`src/shabc_pkg.sv`:
```
// Shared types, constants and functions for the SHA-256 block compression unit.
// Holds the round constants, sigma functions, sequencer state and control struct.
// No dependencies.
package shabc_pkg;

    localparam int WORD_W      = 32;
    localparam int HASH_WORDS  = 8;
    localparam int HIDX_W      = 3;
    localparam int BLOCK_WORDS = 16;
    localparam int ROUNDS      = 64;
    localparam int RIDX_W      = 6;
    localparam int SCHED_TAP_A = 9;
    localparam int SCHED_TAP_B = 14;

    // Input command codes
    localparam logic CMD_LOAD = 1'b0;
    localparam logic CMD_MSG  = 1'b1;

    typedef logic [WORD_W-1:0] t_word;
    typedef t_word [HASH_WORDS-1:0] t_vars;

    typedef enum logic [1:0] {
        ST_IDLE,
        ST_EXPAND,
        ST_ACCUM,
        ST_EMIT
    } t_state;

    typedef struct packed {
        logic              load_h;
        logic              first_word;
        logic              msg_round;
        logic              exp_round;
        logic              accum;
        logic [RIDX_W-1:0] round_idx;
        logic [HIDX_W-1:0] out_idx;
    } t_ctrl;

    function automatic t_word rotr(t_word x, int unsigned n);
        return (x >> n) | (x << (WORD_W - n));
    endfunction

    function automatic t_word small_s0(t_word x);
        return rotr(x, 7) ^ rotr(x, 18) ^ (x >> 3);
    endfunction

    function automatic t_word small_s1(t_word x);
        return rotr(x, 17) ^ rotr(x, 19) ^ (x >> 10);
    endfunction

    function automatic t_word big_s0(t_word x);
        return rotr(x, 2) ^ rotr(x, 13) ^ rotr(x, 22);
    endfunction

    function automatic t_word big_s1(t_word x);
        return rotr(x, 6) ^ rotr(x, 11) ^ rotr(x, 25);
    endfunction

    function automatic t_word round_k(logic [RIDX_W-1:0] idx);
        t_word k;
        case (idx)
            6'd0:  k = 32'h428a2f98;  6'd1:  k = 32'h71374491;
            6'd2:  k = 32'hb5c0fbcf;  6'd3:  k = 32'he9b5dba5;
            6'd4:  k = 32'h3956c25b;  6'd5:  k = 32'h59f111f1;
            6'd6:  k = 32'h923f82a4;  6'd7:  k = 32'hab1c5ed5;
            6'd8:  k = 32'hd807aa98;  6'd9:  k = 32'h12835b01;
            6'd10: k = 32'h243185be;  6'd11: k = 32'h550c7dc3;
            6'd12: k = 32'h72be5d74;  6'd13: k = 32'h80deb1fe;
            6'd14: k = 32'h9bdc06a7;  6'd15: k = 32'hc19bf174;
            6'd16: k = 32'he49b69c1;  6'd17: k = 32'hefbe4786;
            6'd18: k = 32'h0fc19dc6;  6'd19: k = 32'h240ca1cc;
            6'd20: k = 32'h2de92c6f;  6'd21: k = 32'h4a7484aa;
            6'd22: k = 32'h5cb0a9dc;  6'd23: k = 32'h76f988da;
            6'd24: k = 32'h983e5152;  6'd25: k = 32'ha831c66d;
            6'd26: k = 32'hb00327c8;  6'd27: k = 32'hbf597fc7;
            6'd28: k = 32'hc6e00bf3;  6'd29: k = 32'hd5a79147;
            6'd30: k = 32'h06ca6351;  6'd31: k = 32'h14292967;
            6'd32: k = 32'h27b70a85;  6'd33: k = 32'h2e1b2138;
            6'd34: k = 32'h4d2c6dfc;  6'd35: k = 32'h53380d13;
            6'd36: k = 32'h650a7354;  6'd37: k = 32'h766a0abb;
            6'd38: k = 32'h81c2c92e;  6'd39: k = 32'h92722c85;
            6'd40: k = 32'ha2bfe8a1;  6'd41: k = 32'ha81a664b;
            6'd42: k = 32'hc24b8b70;  6'd43: k = 32'hc76c51a3;
            6'd44: k = 32'hd192e819;  6'd45: k = 32'hd6990624;
            6'd46: k = 32'hf40e3585;  6'd47: k = 32'h106aa070;
            6'd48: k = 32'h19a4c116;  6'd49: k = 32'h1e376c08;
            6'd50: k = 32'h2748774c;  6'd51: k = 32'h34b0bcb5;
            6'd52: k = 32'h391c0cb3;  6'd53: k = 32'h4ed8aa4a;
            6'd54: k = 32'h5b9cca4f;  6'd55: k = 32'h682e6ff3;
            6'd56: k = 32'h748f82ee;  6'd57: k = 32'h78a5636f;
            6'd58: k = 32'h84c87814;  6'd59: k = 32'h8cc70208;
            6'd60: k = 32'h90befffa;  6'd61: k = 32'ha4506ceb;
            6'd62: k = 32'hbef9a3f7;  6'd63: k = 32'hc67178f2;
            default: k = '0;
        endcase
        return k;
    endfunction

endpackage

```
`src/shabc_in_if.sv`:
```
// Input channel of the SHA-256 compression unit: valid/ready plus one input word.
// Depends on shabc_pkg.
interface shabc_in_if;
    import shabc_pkg::*;

    logic              valid;
    logic              ready;
    logic              cmd;
    t_word             data_word;
    logic [HIDX_W-1:0] chain_index;

    modport source (output valid, output cmd, output data_word, output chain_index,
                    input ready);
    modport sink   (input valid, input cmd, input data_word, input chain_index,
                    output ready);
endinterface

```
`src/shabc_out_if.sv`:
```
// Output channel of the SHA-256 compression unit: valid/ready plus one hash word.
// Depends on shabc_pkg.
interface shabc_out_if;
    import shabc_pkg::*;

    logic              valid;
    logic              ready;
    t_word             hash_word;
    logic [HIDX_W-1:0] hash_index;
    logic              last_word;

    modport source (output valid, output hash_word, output hash_index, output last_word,
                    input ready);
    modport sink   (input valid, input hash_word, input hash_index, input last_word,
                    output ready);
endinterface

```
`src/shabc_round.sv`:
```
// Shared SHA-256 round unit: one compression round over the working variables a..h.
// Depends on shabc_pkg.
module shabc_round (
    input  shabc_pkg::t_vars i_v,
    input  shabc_pkg::t_word i_w,
    input  shabc_pkg::t_word i_k,
    output shabc_pkg::t_vars o_v
);
    import shabc_pkg::*;

    t_word w_ch;
    t_word w_maj;
    t_word w_t1;
    t_word w_t2;

    // Form the two temporaries from a..h
    always_comb begin
        w_ch  = (i_v[4] & i_v[5]) ^ (~i_v[4] & i_v[6]);
        w_maj = (i_v[0] & i_v[1]) ^ (i_v[0] & i_v[2]) ^ (i_v[1] & i_v[2]);
        w_t1  = i_v[7] + big_s1(i_v[4]) + w_ch + i_k + i_w;
        w_t2  = big_s0(i_v[0]) + w_maj;
    end

    // Rotate the variables and insert the new a and e
    always_comb begin
        o_v[7] = i_v[6];
        o_v[6] = i_v[5];
        o_v[5] = i_v[4];
        o_v[4] = i_v[3] + w_t1;
        o_v[3] = i_v[2];
        o_v[2] = i_v[1];
        o_v[1] = i_v[0];
        o_v[0] = w_t1 + w_t2;
    end

endmodule

```
`src/shabc_sched.sv`:
```
// Message schedule: 16-word rolling window with a registered expansion word.
// Depends on shabc_pkg.
module shabc_sched (
    input  logic             i_clk,
    input  shabc_pkg::t_ctrl i_ctrl,
    input  shabc_pkg::t_word i_msg_word,
    output shabc_pkg::t_word o_w
);
    import shabc_pkg::*;

    // The next word is registered ahead of its round, from the window before the current word shifts in,
    // so every tap sits one place higher than in the plain recurrence.
    localparam int TAP_OLD = 1;
    localparam int TAP_S0  = 2;
    localparam int TAP_A   = SCHED_TAP_A + 1;
    localparam int TAP_S1  = SCHED_TAP_B + 1;

    t_word r_win [BLOCK_WORDS];
    t_word r_w_pre;

    // Pick the word for the current round
    assign o_w = i_ctrl.msg_round ? i_msg_word : r_w_pre;

    // Shift the window on every round
    always_ff @(posedge i_clk) begin
        if (i_ctrl.msg_round || i_ctrl.exp_round) begin
            for (int j = 0; j < BLOCK_WORDS - 1; j++) begin
                r_win[j] <= r_win[j+1];
            end
            r_win[BLOCK_WORDS-1] <= o_w;
        end
    end

    // Precompute the next expanded word
    always_ff @(posedge i_clk) begin
        r_w_pre <= r_win[TAP_OLD] + small_s0(r_win[TAP_S0]) + small_s1(r_win[TAP_S1])
                   + r_win[TAP_A];
    end

endmodule

```
`src/shabc_ctrl.sv`:
```
// Sequencer of the SHA-256 compression unit: round counter, output counter and FSM.
// Depends on shabc_pkg.
module shabc_ctrl (
    input  logic             i_clk,
    input  logic             i_rst_n,
    input  logic             i_in_valid,
    input  logic             i_in_cmd,
    input  logic             i_out_ready,
    output logic             o_in_ready,
    output logic             o_out_valid,
    output shabc_pkg::t_ctrl o_ctrl
);
    import shabc_pkg::*;

    localparam logic [RIDX_W-1:0] LAST_MSG   = RIDX_W'(BLOCK_WORDS - 1);
    localparam logic [RIDX_W-1:0] LAST_ROUND = RIDX_W'(ROUNDS - 1);
    localparam logic [HIDX_W-1:0] LAST_OUT   = HIDX_W'(HASH_WORDS - 1);

    t_state            r_state;
    t_state            n_state;
    logic [RIDX_W-1:0] r_round;
    logic [RIDX_W-1:0] n_round;
    logic [HIDX_W-1:0] r_out_cnt;
    logic [HIDX_W-1:0] n_out_cnt;
    logic              w_accept;
    logic              w_msg;

    assign w_accept = i_in_valid && o_in_ready;
    assign w_msg    = w_accept && (i_in_cmd == CMD_MSG);

    // Next state
    always_comb begin
        n_state = r_state;
        unique case (r_state)
            ST_IDLE: begin
                if (w_msg && (r_round == LAST_MSG)) n_state = ST_EXPAND;
            end
            ST_EXPAND: begin
                if (r_round == LAST_ROUND) n_state = ST_ACCUM;
            end
            ST_ACCUM: begin
                n_state = ST_EMIT;
            end
            ST_EMIT: begin
                if (i_out_ready && (r_out_cnt == LAST_OUT)) n_state = ST_IDLE;
            end
            default: begin
                n_state = ST_IDLE;
            end
        endcase
    end

    // Outputs of the sequencer
    always_comb begin
        o_in_ready  = 1'b0;
        o_out_valid = 1'b0;
        o_ctrl      = '0;
        unique case (r_state)
            ST_IDLE: begin
                o_in_ready = 1'b1;
            end
            ST_EXPAND: begin
                o_ctrl.exp_round = 1'b1;
            end
            ST_ACCUM: begin
                o_ctrl.accum = 1'b1;
            end
            ST_EMIT: begin
                o_out_valid = 1'b1;
            end
            default: begin
                o_in_ready = 1'b0;
            end
        endcase
        o_ctrl.load_h     = w_accept && (i_in_cmd == CMD_LOAD);
        o_ctrl.msg_round  = w_msg;
        o_ctrl.first_word = w_msg && (r_round == '0);
        o_ctrl.round_idx  = r_round;
        o_ctrl.out_idx    = r_out_cnt;
    end

    // Advance the counters
    always_comb begin
        n_round   = r_round;
        n_out_cnt = r_out_cnt;
        if (w_msg || (r_state == ST_EXPAND)) n_round = r_round + 1'b1;
        if ((r_state == ST_EMIT) && i_out_ready) n_out_cnt = r_out_cnt + 1'b1;
    end

    always_ff @(posedge i_clk) begin
        if (!i_rst_n) begin
            r_state   <= ST_IDLE;
            r_round   <= '0;
            r_out_cnt <= '0;
        end else begin
            r_state   <= n_state;
            r_round   <= n_round;
            r_out_cnt <= n_out_cnt;
        end
    end

    a_no_overlap: assert property (@(posedge i_clk) disable iff (!i_rst_n)
        !(o_in_ready && o_out_valid))
        else $error("input ready while output word pending");

    a_block_end: assert property (@(posedge i_clk) disable iff (!i_rst_n)
        (w_msg && (r_round == LAST_MSG)) |=> (r_state == ST_EXPAND))
        else $error("sixteenth word did not start expansion");

    a_emit_round: assert property (@(posedge i_clk) disable iff (!i_rst_n)
        (r_state == ST_EMIT) |-> (r_round == '0))
        else $error("round counter not wrapped during output");

    a_accum_emit: assert property (@(posedge i_clk) disable iff (!i_rst_n)
        (r_state == ST_ACCUM) |=> ((r_state == ST_EMIT) && (r_out_cnt == '0)))
        else $error("output did not start at word zero");

endmodule

```
`src/sha256_block_compress_unit.sv`:
```
// Top level of the SHA-256 block compression unit: chaining and working registers.
// Depends on shabc_pkg, shabc_in_if, shabc_out_if, shabc_ctrl, shabc_sched, shabc_round.
//
// A load word writes one chaining word H0..H7. Each message word runs one
// round in the cycle it is accepted; the first word of a block starts from the current
// chaining value. The sixteenth word then keeps the block busy for 48 more rounds
// (one per cycle in the single shared round unit), an accumulate step to add the working
// variables into the chaining value, and eight output words, H0 first, the last one
// flagged, one per cycle while the sink is ready. Input is not taken until the
// eighth hash word has gone out.
module sha256_block_compress_unit (
    input  logic               i_clk,
    input  logic               i_rst_n,
    shabc_in_if.sink           i_in_ch,
    shabc_out_if.source        o_out_ch
);
    import shabc_pkg::*;

    t_ctrl w_ctrl;
    t_vars r_hash;
    t_vars r_vars;
    t_vars w_round_in;
    t_vars w_round_out;
    t_word w_sched_w;
    t_word w_k;

    shabc_ctrl u_ctrl (
        .i_clk       (i_clk),
        .i_rst_n     (i_rst_n),
        .i_in_valid  (i_in_ch.valid),
        .i_in_cmd    (i_in_ch.cmd),
        .i_out_ready (o_out_ch.ready),
        .o_in_ready  (i_in_ch.ready),
        .o_out_valid (o_out_ch.valid),
        .o_ctrl      (w_ctrl)
    );

    shabc_sched u_sched (
        .i_clk      (i_clk),
        .i_ctrl     (w_ctrl),
        .i_msg_word (i_in_ch.data_word),
        .o_w        (w_sched_w)
    );

    // Start a block from the chaining value
    assign w_round_in = w_ctrl.first_word ? r_hash : r_vars;
    assign w_k        = round_k(w_ctrl.round_idx);

    shabc_round u_round (
        .i_v (w_round_in),
        .i_w (w_sched_w),
        .i_k (w_k),
        .o_v (w_round_out)
    );

    // Hold chaining and working variables
    always_ff @(posedge i_clk) begin
        if (!i_rst_n) begin
            r_hash <= '0;
            r_vars <= '0;
        end else begin
            if (w_ctrl.load_h) begin
                r_hash[i_in_ch.chain_index] <= i_in_ch.data_word;
            end else if (w_ctrl.accum) begin
                for (int i = 0; i < HASH_WORDS; i++) begin
                    r_hash[i] <= r_hash[i] + r_vars[i];
                end
            end
            if (w_ctrl.msg_round || w_ctrl.exp_round) begin
                r_vars <= w_round_out;
            end
        end
    end

    // Drive the output word
    assign o_out_ch.hash_word  = r_hash[w_ctrl.out_idx];
    assign o_out_ch.hash_index = w_ctrl.out_idx;
    assign o_out_ch.last_word  = (w_ctrl.out_idx == HIDX_W'(HASH_WORDS - 1));

endmodule

```
`src/flat_wrapper.sv`:
```
// flat-port wrapper written by rule: the top's interface ports become plain ports
module sha256_block_compress_unit_flat import shabc_pkg::*;
  (i_clk, i_rst_n, i_in_ch_valid, i_in_ch_cmd, i_in_ch_data_word, i_in_ch_chain_index, i_in_ch_ready, o_out_ch_valid, o_out_ch_hash_word, o_out_ch_hash_index, o_out_ch_last_word, o_out_ch_ready);
  shabc_in_if i_in_ch_i ();
  shabc_out_if o_out_ch_i ();
  input  logic i_clk;
  input  logic i_rst_n;
  input wire logic [$bits(i_in_ch_i.valid)-1:0] i_in_ch_valid;
  input wire logic [$bits(i_in_ch_i.cmd)-1:0] i_in_ch_cmd;
  input wire logic [$bits(i_in_ch_i.data_word)-1:0] i_in_ch_data_word;
  input wire logic [$bits(i_in_ch_i.chain_index)-1:0] i_in_ch_chain_index;
  output wire logic [$bits(i_in_ch_i.ready)-1:0] i_in_ch_ready;
  output wire logic [$bits(o_out_ch_i.valid)-1:0] o_out_ch_valid;
  output wire logic [$bits(o_out_ch_i.hash_word)-1:0] o_out_ch_hash_word;
  output wire logic [$bits(o_out_ch_i.hash_index)-1:0] o_out_ch_hash_index;
  output wire logic [$bits(o_out_ch_i.last_word)-1:0] o_out_ch_last_word;
  input wire logic [$bits(o_out_ch_i.ready)-1:0] o_out_ch_ready;
  assign i_in_ch_i.valid = i_in_ch_valid;
  assign i_in_ch_i.cmd = i_in_ch_cmd;
  assign i_in_ch_i.data_word = i_in_ch_data_word;
  assign i_in_ch_i.chain_index = i_in_ch_chain_index;
  assign i_in_ch_ready = i_in_ch_i.ready;
  assign o_out_ch_valid = o_out_ch_i.valid;
  assign o_out_ch_hash_word = o_out_ch_i.hash_word;
  assign o_out_ch_hash_index = o_out_ch_i.hash_index;
  assign o_out_ch_last_word = o_out_ch_i.last_word;
  assign o_out_ch_i.ready = o_out_ch_ready;
  sha256_block_compress_unit u_core (.i_clk(i_clk), .i_rst_n(i_rst_n), .i_in_ch(i_in_ch_i), .o_out_ch(o_out_ch_i));
endmodule
```
`config.mk`:
```
export PLATFORM = sky130hd
export DESIGN_NAME = sha256_block_compress_unit_flat
export DESIGN_NICKNAME = d
export VERILOG_FILES = /design/src/shabc_pkg.sv /design/src/shabc_in_if.sv /design/src/shabc_out_if.sv /design/src/shabc_round.sv /design/src/shabc_sched.sv /design/src/shabc_ctrl.sv /design/src/sha256_block_compress_unit.sv /design/src/flat_wrapper.sv
export SDC_FILE = /design/constraint.sdc
export NUM_CORES = 2
export LEC_CHECK = 0
export BUFFER_PORTS_ARGS = -buffer_cell sky130_fd_sc_hd__buf_2
export CAP_MARGIN = 5
export CORE_ASPECT_RATIO = 0.8
export CORE_UTILIZATION = 56
export DETAILED_ROUTE_END_ITERATION = 8
export HOLD_SLACK_MARGIN = 0.06
export PLACE_DENSITY = 0.78
export SYNTH_ARGS = -nofsm -noshare
export SYNTH_HDL_FRONTEND = slang
export SYNTH_HIERARCHICAL = 1
export SYNTH_SLANG_ARGS = --single-unit
```
`constraint.sdc`:
```
create_clock -name i_clk -period 7.7 [get_ports i_clk]
set_input_delay 0.385 -clock i_clk [delete_from_list [all_inputs] [get_ports i_clk]]
set_output_delay 0.385 -clock i_clk [all_outputs]
set_load 0.01 [all_outputs]
```
==> impl_results.html <==
<table>
<tr><th>Metric</th><th>Value</th></tr>
<tr><th colspan="2">Cells and area</th></tr>
<tr><td>Relative area change from synthesis to final layout</td><td>13.7%</td></tr>
<tr><td>Most frequent cells in the layout</td><td>977 x nand2_1, 790 x a21oi_1, 591 x buf_4</td></tr>
<tr><td>Multi-input combinational cell area</td><td>42400 um2</td></tr>
<tr><td>FF+latch area</td><td>25500 um2</td></tr>
<tr><td>Commonest non-fill, non-tap cell in the layout</td><td>nand2_1</td></tr>
<tr><td>Number of filler instances in the final layout</td><td>10200</td></tr>
<tr><td>Share of final-layout standard cells stronger than drive strength 1</td><td>0.201</td></tr>
<tr><td>Number of non-filler instances in the completed layout</td><td>9560</td></tr>
<tr><td>Number of nets in the finished design</td><td>8452</td></tr>
<tr><th colspan="2">Synthesis</th></tr>
<tr><td>Number of enable flip-flop cells after synthesis</td><td>480</td></tr>
<tr><td>Syn Inst Count</td><td>7594</td></tr>
<tr><td>Top-area cell type share of the netlist area</td><td>0.202</td></tr>
<tr><td>Fraction of synthesis flops using an asynchronous set or reset pin</td><td>0</td></tr>
<tr><td>Syn Area/Cell</td><td>9.40 um2</td></tr>
<tr><td>Syn nets</td><td>8227</td></tr>
<tr><td>Largest cells by area after synthesis</td><td>edfxtp_1 20%, dfxtp_1 16%, ha_1 7.0%</td></tr>
<tr><td>Distinct cell type count after synthesis</td><td>112</td></tr>
<tr><td>Number of flip-flops and latches in the synthesized netlist</td><td>1035</td></tr>
<tr><td>Portion of the post-synthesis area used by sequential elements</td><td>0.358</td></tr>
<tr><td>Number of warning messages in the yosys log</td><td>6</td></tr>
<tr><td>Cell accounting for the most synthesized area</td><td>edfxtp_1</td></tr>
<tr><td>Post-synthesis instance area</td><td>71400 um2</td></tr>
<tr><td>Flip-flop cell with the highest count after synthesis</td><td>dfxtp_1</td></tr>
<tr><th colspan="2">Clocking</th></tr>
<tr><td>Latest clock arrival within the worst-skew pair</td><td>810 ps</td></tr>
<tr><td>TritonCTS buffer count</td><td>107</td></tr>
<tr><td>H-tree depth reported by CTS</td><td>3</td></tr>
<tr><td>CTS tree</td><td>built</td></tr>
<tr><td>Number of clock sinks</td><td>1035</td></tr>
<tr><td>Post-CTS clock slew at the launch and capture registers of the worst setup and hold paths</td><td>70 ps</td></tr>
<tr><td>Bufs on Longest Clock Path</td><td>3</td></tr>
<tr><td>Buffer cell driving the clock tree root</td><td>clkbuf_16</td></tr>
<tr><th colspan="2">Floorplanning</th></tr>
<tr><td>I/O pin count</td><td>78</td></tr>
<tr><td>Core box area</td><td>126000 um2</td></tr>
<tr><td>X dimension of the die</td><td>401 um</td></tr>
<tr><td>Initial cell density of the core</td><td>0.568</td></tr>
<tr><td>Site Rows</td><td>116</td></tr>
<tr><td>Vert. Die Dim</td><td>321 um</td></tr>
<tr><td>Area of the die</td><td>129000 um2</td></tr>
<tr><th colspan="2">Outcome</th></tr>
<tr><td>Run status</td><td>complete, but fails checks</td></tr>
<tr><td>Failing checks</td><td>negative setup slack</td></tr>
<tr><th colspan="2">Timing</th></tr>
<tr><td>Hold Violations, Final</td><td>0</td></tr>
<tr><td>Count of endpoints failing setup in the final report</td><td>8</td></tr>
<tr><td>Slew Viols, Final</td><td>0</td></tr>
<tr><td>Final-layout worst hold slack</td><td>93.8 ps</td></tr>
<tr><td>Unrepaired setup endpoints after global routing</td><td>true</td></tr>
<tr><td>Rel. slew slack</td><td>0.0481</td></tr>
<tr><td>Worst Clk Skew</td><td>93.9 ps</td></tr>
<tr><td>Maximum clock rate</td><td>126 MHz</td></tr>
<tr><td>Setup TNS after final layout</td><td>-885 ps</td></tr>
<tr><td>Transition time at the pin with the least slew margin</td><td>1420 ps</td></tr>
<tr><td>Shortest clock period the worst path allows after layout</td><td>7930 ps</td></tr>
<tr><td>Worst Setup Slack, final</td><td>-235 ps</td></tr>
<tr><td>Final clock period utilization by the worst path</td><td>1.03</td></tr>
<tr><th colspan="2">Worst setup path</th></tr>
<tr><td>Biggest cell delay along the critical path</td><td>560 ps</td></tr>
<tr><td>Crit path max-delay cell type</td><td>fa_1</td></tr>
<tr><td>Worst path required time</td><td>8410 ps</td></tr>
<tr><td>Category of the most critical setup path</td><td>flop to flop</td></tr>
<tr><td>Crit-path max FO</td><td>22</td></tr>
<tr><td>Critical Path End Type</td><td>flop</td></tr>
<tr><td>Worst endpoint data arrival time</td><td>8650 ps</td></tr>
<tr><td>Sort of element at the start of the critical path</td><td>flop</td></tr>
<tr><th colspan="2">Routing</th></tr>
<tr><td>Drt total wl</td><td>266000 um</td></tr>
<tr><td>Detailed-route vias per instance</td><td>6.57</td></tr>
<tr><td>Vias after detailed routing</td><td>62800</td></tr>
<tr><td>Routed wire per std cell</td><td>27.9 um</td></tr>
<tr><td>Residual DRC</td><td>0</td></tr>
<tr><td>Final antenna-violating net count</td><td>0</td></tr>
<tr><td>Violation count after the first detailed-route iteration</td><td>9253</td></tr>
<tr><td>Length of the first detailed-routing pass in iterations</td><td>6</td></tr>
<tr><th colspan="2">Placement</th></tr>
<tr><td>HPWL reported at the end of detailed placement</td><td>201000 um</td></tr>
<tr><td>Final weighted congestion in routability-driven placement</td><td>1.04</td></tr>
<tr><td>IO buf count</td><td>77</td></tr>
<tr><td>Inst Count DP</td><td>9324</td></tr>
<tr><th colspan="2">Global route</th></tr>
<tr><td>Overall global routing resource usage</td><td>0.399</td></tr>
<tr><td>Aggregate global routing overflow</td><td>0</td></tr>
<tr><td>Pin count of the biggest net entering global routing</td><td>198</td></tr>
<tr><td>Initial antenna violation count</td><td>16</td></tr>
<tr><td>Wire length of the first global-routing pass</td><td>382000 um</td></tr>
<tr><td>Vias in the first global route</td><td>57500</td></tr>
<tr><th colspan="2">Hold path</th></tr>
<tr><td>Hold Crit Class</td><td>input port to flop</td></tr>
<tr><th colspan="2">Pwr</th></tr>
<tr><td>Pleak</td><td>33.5 nW</td></tr>
<tr><td>PD cells</td><td>574 nW/um2</td></tr>
<tr><td>Worst vdd ir</td><td>0.000912 V</td></tr>
<tr><th colspan="2">Job</th></tr>
<tr><td>Number of maximum-capacitance constraint violations</td><td>0</td></tr>
</table>
registers in the layout (all words and copies together) (netlist names):
register                 flops
u_core/u_sched/r_win       480
u_core/r_hash              256
u_core/r_vars              256
u_core/u_sched/r_w_pre      32
u_core/u_ctrl/r_round        6
u_core/u_ctrl/r_out_cnt      3
u_core/u_ctrl/r_state        2
through the flow:
| step | power (mW) | utilization | cell area (um2) | worst slack [ps] |
|---|---|---|---|---|
| after floorplan | 25.3 | - | 71400 | -102 |
| after global routing | 49.0 | 0.646 | 81100 | -393 |
| after CTS | 43.5 | 0.638 | 80100 | -10.5 |
| final | 46.5 | 0.646 | 81200 | -235 |
| after detailed placement | 36.2 | 0.602 | 75600 | -599 |
| after global placement | 35.9 | 0.602 | 75600 | -632 |
area by class of cell:
type / instances / share of cell area
multi-input combinational: 5507 / 0.522
sequential: 1035 / 0.315
timing repair buffer: 718 / 0.0687
clock buffer: 137 / 0.0354
tap: 1652 / 0.0255
inverter: 450 / 0.0212
clock inverter: 60 / 0.0125
antenna: 1 / 0.0000308
synth_stat cells, types with 43 or more instances:
library cell  instances
dfxtp_1             555
buf_1                46
nand2_1             983
o21a_1               47
mux4_2               75
edfxtp_1            480
inv_1               446
o211ai_1             54
xnor2_1             405
ha_1                398
nand4_1              45
a22oi_1             203
mux2_2              351
nor2b_1              44
and3_1               56
a21o_1              206
fa_1                195
o21ai_0             285
o21bai_1             64
nor3_1               85
nand3_1             117
a31oi_1              56
a211oi_1             43
a21oi_1             824
xor2_1              157
clkbuf_1            339
nor2_1              262
o22ai_1              50
buf_4               195
path summary, 6_finish.rpt:
check / from / endpoint / slack [ps] / depth (start not counted)
min reg2reg: u_core/u_sched/r_win[0][164] / u_core/u_sched/r_win[0][132] / 350 / 0
max: u_core/u_ctrl/r_round[1] / u_core/r_vars[28] / -230 / 32
max reg2reg: u_core/u_ctrl/r_round[1] / u_core/r_vars[28] / -230 / 32
min: i_in_ch_data_word[12] / u_core/u_sched/r_win[1][236] / 90 / 2
where the power goes:
part           switching (mW)  internal [mW]
sequential              0.573           6.84
combinational            18.4           14.9
clock                    2.47           3.37
logic make-up (layout without fill, tap and decap cells):
kind of cell | count (synthesis) | in the layout | share of synthesized area
mux | 448 | 448 | 0.0821
other cells | 0 | 1 | 0
fa+ha+maj | 595 | 595 | 0.125
xor+xnor | 562 | 562 | 0.0690
flops | 1035 | 1035 | 0.358
compound gates | 2120 | 2120 | 0.189
buf+inv | 1052 | 1365 | 0.0664
simple gates | 1782 | 1782 | 0.111
worst max-delay path: cells and delay by family (launching register included):
family                   cells  cell delay (ps)
AO/OA/AOI/OAI                9             2180
XOR/XNOR                     2              330
adder cells (fa/ha/maj)      6             2180
buffers and inverters        8             1080
flip-flops                   1              360
multiplexers                 2              830
AND/OR/NAND/NOR              5              920
what timing repair did:
action	4_1_cts	5_1_grt
setup buffers	11	23
pin swaps	52	101
cloned	1	0
resized for setup	104	177
hold buffers	4	0
endpoints found under the setup margin	23	28
endpoints found under the hold margin	5	0
metal layers:
metal  routed length (um)  GRT usage
met1               115000      0.601
met2               104000      0.533
met3                38300      0.122
met4                 9530      0.129
met5                  184    0.00859
Note: power is estimated with default switching activity, not from simulation.
